--- config.mk ---
export PLATFORM = sky130hd
export DESIGN_NAME = random_bit_flip_injector_top_flat
export DESIGN_NICKNAME = d
export VERILOG_FILES = /design/src/hdl/rbfi_pkg.sv /design/src/hdl/rbfi_in_if.sv /design/src/hdl/rbfi_out_if.sv /design/src/hdl/rbfi_pm_gen.sv /design/src/hdl/rbfi_rem_unit.sv /design/src/hdl/random_bit_flip_injector_top.sv /design/src/flat_wrapper.sv
export SDC_FILE = /design/constraint.sdc
export NUM_CORES = 1
export LEC_CHECK = 0
export BUFFER_PORTS_ARGS = -buffer_cell sky130_fd_sc_hd__buf_2
export CORE_MARGIN = 1
export CORE_UTILIZATION = 47
export DETAILED_ROUTE_END_ITERATION = 16
export GPL_ROUTABILITY_DRIVEN = 0
export PLACE_DENSITY = 0.67
export SYNTH_ARGS = -nofsm -noshare
export SYNTH_HDL_FRONTEND = slang
export SYNTH_SLANG_ARGS = --single-unit
--- constraint.sdc ---
create_clock -name clk_i -period 19.6 [get_ports clk_i]
set_input_delay 0.98 -clock clk_i [delete_from_list [all_inputs] [get_ports clk_i]]
set_output_delay 0.98 -clock clk_i [all_outputs]
set_load 0.05 [all_outputs]
--- src/hdl/rbfi_pkg.sv ---
// Shared types and constants of the random bit flip injector.
// No dependencies; every other file of the block imports this package.
package rbfi_pkg;

  localparam int unsigned WordW    = 64;
  localparam int unsigned PairW    = 2 * WordW;
  localparam int unsigned CountW   = 5;
  localparam int unsigned PosW     = 7;
  localparam int unsigned SeedW    = 31;
  localparam int unsigned MultW    = 15;
  localparam int unsigned ProdW    = SeedW + MultW;
  localparam int unsigned SumW     = SeedW + 1;
  localparam int unsigned LowBits  = 3;
  localparam int unsigned QuotW    = SeedW - LowBits;
  localparam int unsigned StepBits = 4;
  localparam int unsigned Groups   = QuotW / StepBits;
  localparam int unsigned GrpCntW  = $clog2(Groups);
  localparam int unsigned RemW     = 4;

  localparam logic [MultW-1:0]  PmMult   = 15'd16807;
  localparam logic [SeedW-1:0]  PmMod    = 31'h7fffffff;
  localparam logic [SeedW-1:0]  SeedInit = 31'd1;
  localparam logic [CountW-1:0] MaxBytes = 5'd16;

  // Generator sequencing strobes.
  typedef struct packed {
    logic mul_en;
    logic fold_en;
  } pm_ctrl_t;

  // Remainder unit status toward the sequencer.
  typedef struct packed {
    logic            done;
    logic [RemW-1:0] rem;
  } rem_res_t;

  typedef enum logic [5:0] {
    S_IDLE  = 6'b000001,
    S_MUL   = 6'b000010,
    S_FOLD  = 6'b000100,
    S_START = 6'b001000,
    S_WAIT  = 6'b010000,
    S_HOLD  = 6'b100000
  } state_e;

endpackage

--- src/hdl/rbfi_in_if.sv ---
// Input channel of the injector: valid/ready plus word halves and byte count.
// Depends on rbfi_pkg for field widths.
interface rbfi_in_if;
  import rbfi_pkg::*;

  logic              valid;
  logic              ready;
  logic [WordW-1:0]  word_low;
  logic [WordW-1:0]  word_high;
  logic [CountW-1:0] byte_count;

  modport source (output valid, word_low, word_high, byte_count, input ready);
  modport sink   (input valid, word_low, word_high, byte_count, output ready);
endinterface

--- src/hdl/rbfi_out_if.sv ---
// Result channel of the injector: valid/ready plus flipped word and position.
// Depends on rbfi_pkg for field widths.
interface rbfi_out_if;
  import rbfi_pkg::*;

  logic             valid;
  logic             ready;
  logic [WordW-1:0] out_low;
  logic [WordW-1:0] out_high;
  logic [PosW-1:0]  flip_position;

  modport source (output valid, out_low, out_high, flip_position, input ready);
  modport sink   (input valid, out_low, out_high, flip_position, output ready);
endinterface

--- src/hdl/rbfi_pm_gen.sv ---
// Minimal-standard generator: registered 31x15 multiply, then a fold by 2^31 - 1.
// Depends on rbfi_pkg.
module rbfi_pm_gen (
  input  logic                       clk_i,
  input  logic                       rst_ni,
  input  logic                       cfg_we_i,
  input  logic [rbfi_pkg::SeedW-1:0] cfg_wdata_i,
  input  rbfi_pkg::pm_ctrl_t         ctrl_i,
  output logic [rbfi_pkg::SeedW-1:0] value_o
);
  import rbfi_pkg::*;

  logic [SeedW-1:0] gen_q, gen_d;
  logic [ProdW-1:0] prod_q;
  logic [SumW-1:0]  sum;

  // 2^31 = 1 mod (2^31 - 1): add the high part onto the low part, one correction.
  always_comb begin
    sum   = SumW'(prod_q[SeedW-1:0]) + SumW'(prod_q[ProdW-1:SeedW]);
    gen_d = gen_q;
    if (cfg_we_i) begin
      gen_d = cfg_wdata_i;
    end else if (ctrl_i.fold_en) begin
      if (sum == '0) begin
        gen_d = PmMod;
      end else if (sum > SumW'(PmMod)) begin
        gen_d = SeedW'(sum - SumW'(PmMod));
      end else begin
        gen_d = sum[SeedW-1:0];
      end
    end
  end

  always_ff @(posedge clk_i or negedge rst_ni) begin
    if (!rst_ni) begin
      gen_q <= SeedInit;
    end else begin
      gen_q <= gen_d;
    end
  end

  always_ff @(posedge clk_i) begin
    if (ctrl_i.mul_en) begin
      prod_q <= ProdW'(gen_q) * ProdW'(PmMult);
    end
  end

  assign value_o = gen_q;
endmodule

--- src/hdl/rbfi_rem_unit.sv ---
// Iterative remainder unit: dividend mod a 1..16 divisor, four bits per cycle.
// Depends on rbfi_pkg.
module rbfi_rem_unit (
  input  logic                        clk_i,
  input  logic                        rst_ni,
  input  logic                        start_i,
  input  logic [rbfi_pkg::QuotW-1:0]  dividend_i,
  input  logic [rbfi_pkg::CountW-1:0] divisor_i,
  output rbfi_pkg::rem_res_t          res_o
);
  import rbfi_pkg::*;

  logic               busy_q, done_q;
  logic [GrpCntW-1:0] cnt_q;
  logic [QuotW-1:0]   quot_q;
  logic [CountW-1:0]  div_q;
  logic [RemW-1:0]    rem_q, rem_next;

  // Restoring steps: shift one dividend bit in, subtract when it fits.
  always_comb begin
    logic [RemW:0]   trial;
    logic [RemW-1:0] part;
    part = rem_q;
    for (int i = 0; i < StepBits; i++) begin
      trial = {part, quot_q[QuotW-1-i]};
      if (trial >= div_q) begin
        trial = trial - div_q;
      end
      part = trial[RemW-1:0];
    end
    rem_next = part;
  end

  always_ff @(posedge clk_i or negedge rst_ni) begin
    if (!rst_ni) begin
      busy_q <= 1'b0;
      done_q <= 1'b0;
      cnt_q  <= '0;
    end else begin
      done_q <= busy_q && (cnt_q == '0);
      if (start_i) begin
        busy_q <= 1'b1;
        cnt_q  <= GrpCntW'(Groups - 1);
      end else if (busy_q) begin
        if (cnt_q == '0) begin
          busy_q <= 1'b0;
        end else begin
          cnt_q <= cnt_q - 1'b1;
        end
      end
    end
  end

  always_ff @(posedge clk_i) begin
    if (start_i) begin
      quot_q <= dividend_i;
      div_q  <= divisor_i;
      rem_q  <= '0;
    end else if (busy_q) begin
      quot_q <= {quot_q[QuotW-StepBits-1:0], {StepBits{1'b0}}};
      rem_q  <= rem_next;
    end
  end

  assign res_o.done = done_q;
  assign res_o.rem  = rem_q;
endmodule

--- src/hdl/random_bit_flip_injector_top.sv ---
// Random bit flip injector. Each accepted transaction carries a 128-bit word
// (word_low, word_high) and a byte count of 1 to 16; the block advances a
// minimal-standard generator (x * 16807 mod 2^31 - 1, zero replaced by 2^31 - 1),
// picks a bit position as the new value mod 8 * byte_count, flips that bit and
// returns the word with the position. A byte count of 0 or above 16 acts as 16.
// A write on cfg_we_i/cfg_wdata_i reloads the generator with the seed; reset
// loads 1. Write the seed only while no transaction is in flight. From
// acceptance to the result register a transaction passes the multiply,
// the fold, the divider load, the passes of the remainder unit, which
// retires four quotient bits per cycle, a state that acts on the divider's
// done flag and the hand-off. in_if.ready rises again as the result is
// loaded, so a transaction is accepted only after the previous one is
// handed off; a new one can enter while the previous result still waits for
// out_if.ready; the hand-off holds while an earlier result is still unread.
module random_bit_flip_injector_top (
  input  logic                       clk_i,
  input  logic                       rst_ni,
  input  logic                       cfg_we_i,
  input  logic [rbfi_pkg::SeedW-1:0] cfg_wdata_i,
  rbfi_in_if.sink                    in_if,
  rbfi_out_if.source                 out_if
);
  import rbfi_pkg::*;

  state_e            state_q, state_d;
  pm_ctrl_t          pm_ctrl;
  rem_res_t          rem_res;
  logic [SeedW-1:0]  gen_value;
  logic [PairW-1:0]  word_q;
  logic [CountW-1:0] count_q;
  logic              rem_start;
  logic              out_valid_q;
  logic              load_out;
  logic [PosW-1:0]   pos;
  logic [PairW-1:0]  flipped;
  logic [WordW-1:0]  out_low_q, out_high_q;
  logic [PosW-1:0]   out_pos_q;
  logic              in_accept;

  assign in_accept  = in_if.valid && in_if.ready;
  assign in_if.ready = (state_q == S_IDLE);

  // Sequencer: multiply, fold, start divider, wait, then hand off the result.
  always_comb begin
    state_d         = state_q;
    pm_ctrl.mul_en  = 1'b0;
    pm_ctrl.fold_en = 1'b0;
    rem_start       = 1'b0;
    load_out        = 1'b0;
    unique case (state_q)
      S_IDLE: begin
        if (in_if.valid) begin
          state_d = S_MUL;
        end
      end
      S_MUL: begin
        pm_ctrl.mul_en = 1'b1;
        state_d        = S_FOLD;
      end
      S_FOLD: begin
        pm_ctrl.fold_en = 1'b1;
        state_d         = S_START;
      end
      S_START: begin
        rem_start = 1'b1;
        state_d   = S_WAIT;
      end
      S_WAIT: begin
        if (rem_res.done) begin
          state_d = S_HOLD;
        end
      end
      S_HOLD: begin
        // Hold until the result register is free.
        if (!out_valid_q || out_if.ready) begin
          load_out = 1'b1;
          state_d  = S_IDLE;
        end
      end
      default: state_d = S_IDLE;
    endcase
  end

  always_ff @(posedge clk_i or negedge rst_ni) begin
    if (!rst_ni) begin
      state_q     <= S_IDLE;
      out_valid_q <= 1'b0;
    end else begin
      state_q <= state_d;
      if (load_out) begin
        out_valid_q <= 1'b1;
      end else if (out_if.ready) begin
        out_valid_q <= 1'b0;
      end
    end
  end

  // Capture the word and the normalized byte count on acceptance.
  always_ff @(posedge clk_i) begin
    if (in_accept) begin
      word_q <= {in_if.word_high, in_if.word_low};
      if ((in_if.byte_count == '0) || (in_if.byte_count > MaxBytes)) begin
        count_q <= MaxBytes;
      end else begin
        count_q <= in_if.byte_count;
      end
    end
  end

  rbfi_pm_gen u_pm_gen (
    .clk_i       (clk_i),
    .rst_ni      (rst_ni),
    .cfg_we_i    (cfg_we_i),
    .cfg_wdata_i (cfg_wdata_i),
    .ctrl_i      (pm_ctrl),
    .value_o     (gen_value)
  );

  // value mod 8c = 8 * ((value >> 3) mod c) + value[2:0].
  rbfi_rem_unit u_rem_unit (
    .clk_i      (clk_i),
    .rst_ni     (rst_ni),
    .start_i    (rem_start),
    .dividend_i (gen_value[SeedW-1:LowBits]),
    .divisor_i  (count_q),
    .res_o      (rem_res)
  );

  assign pos     = {rem_res.rem, gen_value[LowBits-1:0]};
  assign flipped = word_q ^ (PairW'(1) << pos);

  always_ff @(posedge clk_i) begin
    if (load_out) begin
      out_low_q  <= flipped[WordW-1:0];
      out_high_q <= flipped[PairW-1:WordW];
      out_pos_q  <= pos;
    end
  end

  assign out_if.valid         = out_valid_q;
  assign out_if.out_low       = out_low_q;
  assign out_if.out_high      = out_high_q;
  assign out_if.flip_position = out_pos_q;
endmodule

--- src/flat_wrapper.sv ---
// flat-port wrapper written by rule: the top's interface ports become plain ports
module random_bit_flip_injector_top_flat import rbfi_pkg::*;
  (clk_i, rst_ni, cfg_we_i, cfg_wdata_i, in_if_valid, in_if_word_low, in_if_word_high, in_if_byte_count, in_if_ready, out_if_valid, out_if_out_low, out_if_out_high, out_if_flip_position, out_if_ready);
  rbfi_in_if in_if_i ();
  rbfi_out_if out_if_i ();
  input  logic clk_i;
  input  logic rst_ni;
  input  logic cfg_we_i;
  input  logic [rbfi_pkg::SeedW-1:0] cfg_wdata_i;
  input wire logic [$bits(in_if_i.valid)-1:0] in_if_valid;
  input wire logic [$bits(in_if_i.word_low)-1:0] in_if_word_low;
  input wire logic [$bits(in_if_i.word_high)-1:0] in_if_word_high;
  input wire logic [$bits(in_if_i.byte_count)-1:0] in_if_byte_count;
  output wire logic [$bits(in_if_i.ready)-1:0] in_if_ready;
  output wire logic [$bits(out_if_i.valid)-1:0] out_if_valid;
  output wire logic [$bits(out_if_i.out_low)-1:0] out_if_out_low;
  output wire logic [$bits(out_if_i.out_high)-1:0] out_if_out_high;
  output wire logic [$bits(out_if_i.flip_position)-1:0] out_if_flip_position;
  input wire logic [$bits(out_if_i.ready)-1:0] out_if_ready;
  assign in_if_i.valid = in_if_valid;
  assign in_if_i.word_low = in_if_word_low;
  assign in_if_i.word_high = in_if_word_high;
  assign in_if_i.byte_count = in_if_byte_count;
  assign in_if_ready = in_if_i.ready;
  assign out_if_valid = out_if_i.valid;
  assign out_if_out_low = out_if_i.out_low;
  assign out_if_out_high = out_if_i.out_high;
  assign out_if_flip_position = out_if_i.flip_position;
  assign out_if_i.ready = out_if_ready;
  random_bit_flip_injector_top u_core (.clk_i(clk_i), .rst_ni(rst_ni), .cfg_we_i(cfg_we_i), .cfg_wdata_i(cfg_wdata_i), .in_if(in_if_i), .out_if(out_if_i));
endmodule
==> results.json <==
{
  "status": "complete, but fails checks",
  "violations": "DRC",
  "drv_cap": 0,
  "worst-path-buf-inv": 3,
  "initial_utilization_pct": 47.5,
  "slowest_delay_ns": 0.47,
  "finalMaxSlewViolations": 0,
  "ctsHoldBuffers": 0,
  "clkTransAtPathRegs_ns": 0.06,
  "path_max_fanout": 6,
  "cts_setup_buffers": 0,
  "hold_class": "flip-flop to flip-flop",
  "finalCritPeriodShare_pct": 35.8,
  "n_fill_cell": 4298,
  "hold_depth": 0,
  "fin_skew_ns": 0.0321,
  "core_um2": 51200,
  "cts_buffers": 45,
  "setup.worst_path.end_class": "flip-flop",
  "vias": 16648,
  "syn_inst": 2031,
  "ys.flop_type": "edfxtp_1",
  "drive_gt1_share_pct": 17.3,
  "tns_ns": 0,
  "row_count": 83,
  "clock_latency_ns": 0.59,
  "synth_warnings": 0,
  "regArea_um2": 11600,
  "layout.nets": 2879,
  "worst_ep_arrival_time_ns": 7.49,
  "clock-root-buffer": "clkbuf_16",
  "cp_common_cell": "o21ai_0",
  "tightest_slew_ns": 1.08,
  "final-setup-viol-count": 0,
  "track_usage_pct": 24.2,
  "clockBufferDepth": 3,
  "drt-total-wl_um": 62900,
  "grt-ovfl-total": 0,
  "reg2regPathDepth": 33,
  "period_needed_ns": 7.02,
  "die_area_um2": 52700,
  "portBuffers": 305,
  "htreeDepth": 2,
  "synth-seq-area-share_pct": 47.6,
  "synth-seq-cells": 394,
  "rsz0062_at_grt": "false",
  "final_cell_mix": "edfxtp_1 (347), buf_2 (305), nor2_1 (248)",
  "grt_max_degree": 79,
  "fmax_ghz": 0.142,
  "synth_edf_count": 347,
  "die_x_um": 230,
  "maxSlewHeadroom_pct": 27.7,
  "synth_fp_nets": 2567,
  "path_class": "flip-flop to flip-flop",
  "cp_data_required_time_ns": 20.06,
  "cp_num_cells": 33,
  "tritoncts": "yes",
  "synth_top_area_share_pct": 42.8,
  "ctsResizeCount": 0,
  "slowest_stage": "edfxtp_1",
  "antenna_left": 0,
  "syn_area_um2": 24300,
  "crit_family": "compound AO/OA/AOI/OAI gates",
  "cts_sinks": 394,
  "drt-initial-drc-count": 1147,
  "ios": 306,
  "synth.top_cells.by_area": "edfxtp_1 (43%), ha_1 (12%), fa_1 (11%), xor2_1 (5.9%), dfrtp_1 (4.2%)",
  "startpoint_type": "flip-flop",
  "dr.pass1.iters": 12,
  "die_h_um": 230,
  "grt_pass1_vias": 16892,
  "final_common_cell": "edfxtp_1",
  "drc": 2,
  "syn_area_per_cell_um2": 12.0,
  "hold_violations": 0,
  "ys_types": 75,
  "grt_pass1_wl_um": 97300,
  "place_hpwl_um": 47800,
  "antenna_found_initial": 6,
  "via_per_inst": 5.43,
  "avgRoutedWirePerCell_um": 20.5,
  "synthArstFlopShare_pct": 10.9,
  "synth.largest_area_cell": "edfxtp_1",
  "syn2layout_area_growth_pct": 15.3,
  "multi_input_area_um2": 11900
}
[stage by stage]
stage	hold slack [ns]	utilization [%]	setup WS (ns)	cells	cell area, um^2
2_1_floorplan	0.400	-	11.91	2031	24300
3_3_place_gp	0.403	52.0	12.91	2976	26600
3_5_place_dp	0.406	52.0	12.61	2976	26600
4_1_cts	0.416	54.8	12.57	3059	28000
5_1_grt	0.432	54.8	11.91	3063	28000
6_report	0.417	54.8	12.58	3066	28100
[final cells by class]
type	instances	area share, %
clock buffer	60	4.29
clock inverter	23	0.772
sequential	394	41.3
antenna	7	0.0624
multi-input combinational	1398	42.3
timing repair buffer	315	5.71
tap	680	3.03
inverter	189	2.53
[logic make-up (layout without fill, tap and decap cells)]
kind of cell	Yosys count	after routing	share of synthesized area (%)
AND/OR/NAND/NOR	505	505	9.54
flip-flops	394	394	47.6
adder cells (fa/ha/maj)	367	367	23.1
AO/OA/AOI/OAI	297	297	7.71
buffers and inverters	239	587	3.72
XOR/XNOR	217	217	7.81
multiplexers	12	12	0.519
other	0	7	0
[final timing paths]
path	startpoint	slack (ns)	to
setup / recovery	u_core.u_rem_unit.div_q[1]	12.58	u_core.u_rem_unit.rem_q[1]
min in group asynchronous	rst_ni	0.53	u_core.u_pm_gen.value_o[23]
max in group asynchronous	rst_ni	18.62	u_core.state_q[2]
hold reg to reg	u_core.count_q[0]	0.42	u_core.u_rem_unit.div_q[0]
setup reg to reg	u_core.u_rem_unit.div_q[1]	12.58	u_core.u_rem_unit.rem_q[1]
hold / removal	u_core.count_q[0]	0.42	u_core.u_rem_unit.div_q[0]
[synth_stat cells (16+ instances only)]
| master | number |
|---|---|
| xnor2_1 | 53 |
| a21o_1 | 32 |
| clkbuf_1 | 40 |
| dfrtp_1 | 41 |
| nor3_1 | 18 |
| edfxtp_1 | 347 |
| nor2b_1 | 16 |
| o21ai_0 | 49 |
| nor2_1 | 248 |
| nand2_1 | 102 |
| a21oi_1 | 122 |
| xor2_1 | 164 |
| nand3_1 | 25 |
| fa_1 | 138 |
| inv_1 | 187 |
| ha_1 | 229 |
[state kept, by name, indices dropped and copies added, names as in the netlist]
register and count:
u_core.count_q 5, u_core.out_if.flip_position 7, u_core.out_if.out_high 64, u_core.out_if.out_low 64
u_core.out_if.valid 1, u_core.state_q 6, u_core.u_pm_gen.prod_q 46, u_core.u_pm_gen.value_o 31
u_core.u_rem_unit.busy_q 1, u_core.u_rem_unit.cnt_q 3, u_core.u_rem_unit.div_q 5, u_core.u_rem_unit.done_q 1
u_core.u_rem_unit.quot_q 28, u_core.u_rem_unit.rem_q 4, u_core.word_q 128
[layer usage]
metal	wire length, um	track usage, %
met5	13	0
met4	1590	7.02
met2	31000	41.9
met1	26000	31.3
met3	4340	3.72
Power is left out: the tool's default activity adds up to more than one toggle a clock period on the data nets, which glitch-free logic cannot reach.
